`src/hdl/spcsr_ram.sv`:
```
module spcsr_ram #(
  parameter int unsigned Width = 8,
  parameter int unsigned Depth = 16,
  localparam int unsigned AddrW = $clog2(Depth)
) (
  input  logic             clk_i,
  input  logic             we_i,
  input  logic [AddrW-1:0] waddr_i,
  input  logic [Width-1:0] wdata_i,
  input  logic [AddrW-1:0] raddr_i,
  output logic [Width-1:0] rdata_o
);

  logic [Width-1:0] mem [Depth];
  logic [Width-1:0] rdata_q;

  always_ff @(posedge clk_i) begin
    if (we_i) begin
      mem[waddr_i] <= wdata_i;
    end
    rdata_q <= mem[raddr_i];
  end

  assign rdata_o = rdata_q;

endmodule

```
`config.mk`:
```
export PLATFORM = sky130hd
export DESIGN_NAME = spcsr_ram
export DESIGN_NICKNAME = d
export VERILOG_FILES = /design/src/hdl/spcsr_ram.sv
export SDC_FILE = /design/constraint.sdc
export NUM_CORES = 1
export LEC_CHECK = 0
export BUFFER_PORTS_ARGS = -buffer_cell sky130_fd_sc_hd__buf_2
export CELL_PAD_IN_SITES_DETAIL_PLACEMENT = 2
export CELL_PAD_IN_SITES_GLOBAL_PLACEMENT = 2
export CORE_MARGIN = 4
export CORE_UTILIZATION = 35
export CTS_BUF_LIST = sky130_fd_sc_hd__clkbuf_8
export CTS_CLUSTER_DIAMETER = 50
export CTS_CLUSTER_SIZE = 14
export DETAILED_ROUTE_END_ITERATION = 7
export PLACE_DENSITY_LB_ADDON = 0.3
export SLEW_MARGIN = 20
export SYNTH_ARGS = -nofsm -noshare
export SYNTH_HDL_FRONTEND = slang
export SYNTH_SLANG_ARGS = --single-unit
```
`constraint.sdc`:
```
create_clock -name clk_i -period 4.6 [get_ports clk_i]
set_clock_uncertainty 0.2 [all_clocks]
set_input_delay 0.92 -clock clk_i [delete_from_list [all_inputs] [get_ports clk_i]]
set_output_delay 0.92 -clock clk_i [all_outputs]
set_load 0.05 [all_outputs]
```
==> run_results.csv <==
group,metric,value,unit
placed_design,place.port_buffers,25,
layout,layout_commonest_cell,"edfxtp_1",
clocking,clock_path_buffers,2,
grt,grt_max_degree,33,
layout,fillers,1353,
critical_path,r2r_slack,2.96,ns
grt,grt_pass1_wl,16640,um
power_and_ir_drop,leakage,1.915,nW
clocking,cts_resized,0,
yosys,synth_nets,247,
power_and_ir_drop,total_power,2.416,mW
grt,antenna_found_initial,0,
sta,fmax,409.8,MHz
critical_path,critPathKind,"in -> reg",
clocking,clock_latency,0.44,ns
clocking,cts_root_buffer,"clkbuf_8",
sta,finalHoldViolations,0,
yosys,synth-seq-area-share,77.78,%
sta,grt_setup_unrepaired,"no",
placed_design,gp_congestion,0.6964,
min_path,hold_class,"reg -> reg",
clocking,cts-htree-levels,4,
placed_design,dp_slack,1.653,ns
yosys,synth_cell_type_count,19,
critical_path,arrival,2.56,ns
yosys,yosysTopAreaCellShare,74.67,%
clocking,cts_inserted_buffers,17,
yosys,synth.avg_cell_area,22.48,um^2
yosys,yosys.area.top_type,"edfxtp_1",
yosys,netlist_instances,229,
layout,finalNetCount,287,
die,ioPinCount,26,
power_and_ir_drop,power.density,415.8,nW/um^2
clocking,clock-sinks,136,
grt,grt_usage,14.40,%
clocking,cts_tree,"yes",
yosys,synth-seq-cells,136,
sta,tns,0,ns
clocking,clk_pin_slew,0.07,ns
die,rows,44,
die,design.core.area,14480,um^2
power_and_ir_drop,ir_worst_vdd,179.0,uV
sta,setup_ws,2.160,ns
grt,overflow,0,
run,cap_violations,0,
critical_path,cp-start-kind,"primary input",
drt,drt_iter0_markers,257,
drt,wl_per_cell,23.63,um
die,chipHeight,129.3,um
layout,layout_common_cells,"edfxtp_1 (128), buf_2 (25), clkbuf_8 (19)",
grt,grt_pass1_vias,2630,
layout,drive_gt1_share,27.30,%
clocking,post_cts_buffers,0,
sta,setup_viol,0,
yosys,yosys-top-cells-area,"edfxtp_1 (75%), mux4_2 (7.9%), mux4_1 (7.1%), dfxtp_1 (3.1%), a22oi_1 (2.3%)",
die,start_util,35.55,%
clocking,cts-hold-fix-buffers,0,
critical_path,critPathRequiredTime,4.72,ns
drt,drc,0,
drt,dr.pass1.iters,4,
sta,final_max_slew_viol_count,0,
sta,fin_crit,2.440,ns
drt,wl,11010,um
sta,finalCritPeriodShare,53.05,%
drt,via_count,2357,
status,outcome,"finished, final reports clean",
layout,num_antenna_cells,0,
critical_path,cp_max_fo,18,
die,dieArea,16710,um^2
yosys,syn_area,5147,um^2
sta,worst_pin_slew,0.9611,ns
critical_path,critPathCaptureType,"flop",
placed_design,hpwl,7215,um
drt,via_per_inst,5.058,
die,die_width,129.3,um
drt,final_antenna_net_count,0,
layout,area_growth,12.91,%
yosys,yosys_warnings,0,
sta,maxSlewHeadroom,35.69,%
-- cells in the mapped netlist --
| cell | count |
|---|---|
| a22oi_1 | 16 |
| and2_1 | 1 |
| and2b_1 | 1 |
| buf_2 | 3 |
| buf_4 | 1 |
| buf_6 | 3 |
| clkdlybuf4s25_2 | 3 |
| dfxtp_1 | 8 |
| edfxtp_1 | 128 |
| mux4_1 | 14 |
| mux4_2 | 18 |
| nand2_1 | 9 |
| nand2b_1 | 2 |
| nand3_1 | 1 |
| nand3b_1 | 2 |
| nor2_1 | 13 |
| nor2b_1 | 1 |
| nor3_1 | 4 |
| or3b_2 | 1 |
-- area by class of cell --
type,count,area [um^2],area share (%)
flip-flops and latches,136,4004,68.89
repair buffers,31,170.2,2.928
clock buffers,19,261.5,4.499
multi-input cells,83,1057,18.19
clock inverters,13,88.84,1.529
well taps,184,230.2,3.961
-- where the power goes --
group / leakage (nW) / switching [mW] / internal [mW]
Clock: 0.190 / 0.431 / 0.440
Combinational: 0.501 / 0.103 / 0.0512
Sequential: 1.22 / 0.00713 / 1.38
Total: 1.91 / 0.541 / 1.88
-- sequential cells by signal, summed over array words and instances, names as in the netlist --
signal / count
mem: 128
rdata_o: 8
-- kinds of logic after synthesis --
logic type / synth area share, %
simple gates: 3.184
mux: 15.02
flops: 77.78
compound gates: 2.334
buf+inv: 1.677
-- stage by stage --
stage               util, %  hold slack [ns]  area (um^2)  instances
detailed placement    37.72           0.4613         5461        434
floorplan                 -           0.4293         5147        229
finish                40.14           0.4752         5812        466
CTS                   40.14           0.4795         5812        466
global placement      37.72           0.4574         5461        434
global route          40.14           0.5117         5812        466
-- critical path: stages --
cell	delay, ns
buf_2	0.22
buf_4	0.39
mux4_1	0.62
a22oi_1	0.28
nand2_1	0.11
-- routing by layer --
| metal | global-route usage [%] | up-vias | share of wire (%) |
|---|---|---|---|
| met3 | 4.204 | 12 | 4.7 |
| met4 | 6.115 | 0 | 1.4 |
| met5 | 0 | - | 0 |
| met2 | 21.86 | 55 | 48 |
| li1 | - | 1049 | - |
| met1 | 19.47 | 1241 | 46 |
-- final timing paths --
kind                   startpoint                  to  depth (start not counted)
max reg2reg   mem[1][5]$_DFFE_PP_  rdata_o[5]$_DFF_P_                          3
min reg2reg  mem[15][7]$_DFFE_PP_  rdata_o[7]$_DFF_P_                          3
max                    raddr_i[0]  rdata_o[1]$_DFF_P_                          5
min          mem[15][7]$_DFFE_PP_  rdata_o[7]$_DFF_P_                          3
Note: power is estimated with default switching activity, not from simulation.
