==> src/hdl/spcsr_pkg.sv <==
package spcsr_pkg;

  localparam int unsigned MaxVertices = 1024;
  localparam int unsigned MaxEntries  = 4096;
  localparam int unsigned AdjDepth    = 2 * MaxEntries;
  localparam int unsigned OffDepth    = MaxVertices + 1;

  localparam int unsigned VtxW   = 11;  // 1-based vertex index and vertex_count
  localparam int unsigned IdxW   = 13;  // read_index
  localparam int unsigned ValW   = 14;  // offsets, cursors, result value
  localparam int unsigned StatW  = 2;
  localparam int unsigned EntAw  = $clog2(MaxEntries);
  localparam int unsigned CntW   = EntAw + 1;
  localparam int unsigned OffAw  = $clog2(OffDepth);
  localparam int unsigned CurAw  = $clog2(MaxVertices);
  localparam int unsigned AdjAw  = $clog2(AdjDepth);
  localparam int unsigned NbrW   = CurAw;

  typedef enum logic [1:0] {
    OpLoad    = 2'd0,
    OpBuild   = 2'd1,
    OpReadOff = 2'd2,
    OpReadAdj = 2'd3
  } op_e;

  localparam logic [StatW-1:0] StOk     = 2'd0;
  localparam logic [StatW-1:0] StReject = 2'd1;
  localparam logic [StatW-1:0] StRange  = 2'd2;

  // Entry checks produced by the shared unit
  typedef struct packed {
    logic in_range;  // both indices in 1..n
    logic off_diag;  // row differs from column
  } chk_t;

endpackage

==> src/hdl/spcsr_alu.sv <==
module spcsr_alu (
  input  logic [spcsr_pkg::ValW-1:0] add_a_i,
  input  logic [spcsr_pkg::ValW-1:0] add_b_i,
  input  logic [spcsr_pkg::VtxW-1:0] row_i,
  input  logic [spcsr_pkg::VtxW-1:0] col_i,
  input  logic [spcsr_pkg::VtxW-1:0] n_i,
  output logic [spcsr_pkg::ValW-1:0] sum_o,
  output spcsr_pkg::chk_t            chk_o
);
  import spcsr_pkg::*;

  assign sum_o = add_a_i + add_b_i;

  assign chk_o.in_range = (row_i != '0) && (row_i <= n_i) &&
                          (col_i != '0) && (col_i <= n_i);
  assign chk_o.off_diag = (row_i != col_i);

endmodule
==> config.mk <==
export PLATFORM = sky130hd
export DESIGN_NAME = spcsr_alu
export DESIGN_NICKNAME = d
export VERILOG_FILES = /design/src/hdl/spcsr_pkg.sv /design/src/hdl/spcsr_alu.sv
export SDC_FILE = /design/constraint.sdc
export NUM_CORES = 1
export LEC_CHECK = 0
export BUFFER_PORTS_ARGS = -buffer_cell sky130_fd_sc_hd__buf_2
export CAP_MARGIN = 25
export CORE_AREA = 2 2 60 62
export DETAILED_ROUTE_END_ITERATION = 6
export DIE_AREA = 0 0 62 64
export PLACE_DENSITY = 0.84
export SKIP_LAST_GASP = 1
export SYNTH_ARGS = -nofsm -noshare
export SYNTH_HDL_FRONTEND = slang
export SYNTH_SLANG_ARGS = --single-unit
==> constraint.sdc <==
create_clock -name vclk -period 2.33
set_clock_uncertainty 0.05 [all_clocks]
set_input_delay 0.3495 -clock vclk [all_inputs]
set_output_delay 0.3495 -clock vclk [all_outputs]
set_load 0.01 [all_outputs]
==> results.toml <==
[synth]
syn_area_um2 = 1365
ys.warnings.count = 0
syn_inst = 182
yosysSeqAreaShare = 0
yosys-top-cells-area = "ha_1, xor2_1, a21oi_1"
yosysMostFrequentCell = "ha_1"
syn_area_per_cell_um2 = 7.500
synth_top_area_frac = 0.3208
yosysTopAreaCell = "ha_1"
synth_cell_types = 38
syn_nets = 279
synth_commonest_cells = "ha_1, a21oi_1, inv_1"

[routing]
dr.pass1.iters = 4
wl_um = 3843
num_vias = 1686
drc = 0
viasPerCell = 5.404
first_iter_violations = 46
antenna_left = 0
wl_per_cell_um = 12.32

[pwr]
p_int_uw = 231.7
ir_drop_mv = 0.1586
pwr-share-clk = 0
power_density_nw_per_um2 = 244.1
p_comb_frac = 1.000
p_seq_frac = 0
switching_share = 0.5112
p_leak_nw = 1.018
netSwitchingPower_uw = 242.3
p_total_uw = 474.0

[worst_hold_path]
hold_class = "input pin to output pin"
hold_path_end = "sum_o[0]"
hold_start = "add_b_i[0]"
holdPathStages = 3

[die]
fp.dieArea_um2 = 3968
io_pins = 77
die_w_um = 62
core-area_um2 = 3284
rows = 21
die_h_um = 64
initial_core_util = 0.4156

[placed_design]
port_buffers = 77
dp_hpwl_um = 3303
gp_routability_congestion = 0.9460
dpl.cell_count = 311

[layout]
fin_cells = 312
layout.nets = 365
seq_area_um2 = 0
seq_cell_count = 0
clock_buffers = 0
layout-drive-gt1-share = 0.3759
diodes = 0
syn_to_final_growth_pct = 42.25
fin_util = 0.5912

[grt]
grt_max_degree = 11
gr-usage-all-layers = 0.1865
grt_overflow = 0
antenna_found_initial = 0
grt_pass1_vias = 1545
grt_pass1_wl_um = 6092

[worst_setup_path]
critPathKind = "input pin to output pin"
cp-end-kind = "output pin"
required_ns = 1.93
crit_arrival_ns = 2.04
worst-path-max-fanout = 3
cp-start-kind = "input pin"

[sta]
worstMarginPinSlew_ns = 0.4253
slew_violations = 0
rsz0062_at_grt = "true"
fmax_ghz = 0.4103
finalSetupViolCount = 3
relSlewSlack = 0.7128
period_minus_slack_ns = 2.437
min_period_over_period = 1.046
fin_ws_ns = -0.1070
tns_ns = -0.2109
final-hold-violation-count = 0

[flow_run]
max_cap_violations = 0

[outcome]
outcome = "complete, but fails checks"
violations = "setup timing"
[what timing repair did]
action                     4_1_cts  5_1_grt
hold buffers                     0        0
resized for setup                7        5
setup endpoints to repair        5        7
pin swaps                        1        4
buffers inserted                 0        1
[metrics by stage]
step | hold slack [ns] | cell area [um2] | setup slack [ns]
floorplan | 0.7891 | 1368 | 0.04624
detailed placement | 0.9481 | 1863 | -0.1792
global route | 0.9454 | 1942 | -0.2024
CTS | 0.9412 | 1906 | -0.09169
global placement | 0.9410 | 1863 | -0.1368
finish | 0.9385 | 1942 | -0.1070
[cells by family (layout without fill, tap and decap cells)]
logic type | count (synthesis) | count (layout) | share of synthesized area
buf+inv | 19 | 103 | 0.05225
simple gates | 52 | 52 | 0.2099
fa+ha+maj | 36 | 36 | 0.3355
xor+xnor | 20 | 20 | 0.1283
compound gates | 55 | 55 | 0.2741
[power by group through the flow]
stage               sequential, mW  combinational, mW  clock (mW)
detailed placement               0              0.449           0
global placement                 0              0.439           0
floorplan                        0              0.273           0
global route                     0              0.528           0
finish                           0              0.474           0
CTS                              0              0.462           0
[routing by layer]
layer / global-route usage / vias to the layer above / wire length [um]
met5: 0 / - / 0
met3: 0.01822 / 2 / 267
met2: 0.3477 / 61 / 1918
li1: - / 860 / -
met1: 0.2330 / 763 / 1642
met4: 0.007979 / 0 / 14
[worst max-delay path by stage]
| stage | from | to | cells after the start |
|---|---|---|---|
| floorplan | add_a_i[0] | sum_o[10] | 7 |
| global placement | add_a_i[0] | sum_o[10] | 9 |
| detailed placement | add_a_i[0] | sum_o[10] | 9 |
| CTS | add_a_i[0] | sum_o[10] | 9 |
| global route | add_a_i[0] | sum_o[10] | 9 |
| finish | add_a_i[0] | sum_o[10] | 9 |
[worst max-delay path, stage by stage]
cell,delay [ns]
buf_8,0.10
ha_4,0.15
fa_2,0.35
a211oi_2,0.22
o21ai_1,0.11
a31oi_2,0.25
nor4b_1,0.08
a311o_1,0.28
buf_2,0.14
[cells in the final DEF, fill, tap and decap left out, types with 2 or more instances in the layout]
master,n
a211oi_2,3
a21o_1,5
a21oi_1,15
a311o_1,2
a31oi_1,2
and3_1,5
buf_2,75
buf_4,9
ha_1,33
ha_4,2
inv_1,16
nand2_1,7
nand3_1,5
nand4_1,6
nor2_1,6
nor2b_1,4
nor3_1,6
nor3b_1,3
nor4_1,6
o21a_1,4
o21ai_0,8
o21ai_1,2
o21bai_1,2
xnor2_1,5
xor2_1,14
[layout make-up]
cell class | count | area [um2]
Fill cell | 295 | 1343
Inverter | 17 | 63.81
Multi-Input combinational cell | 163 | 1351
Tap cell | 46 | 57.56
Timing Repair Buffer | 86 | 469.2
No activity file was read; power rests on OpenSTA's default activity.
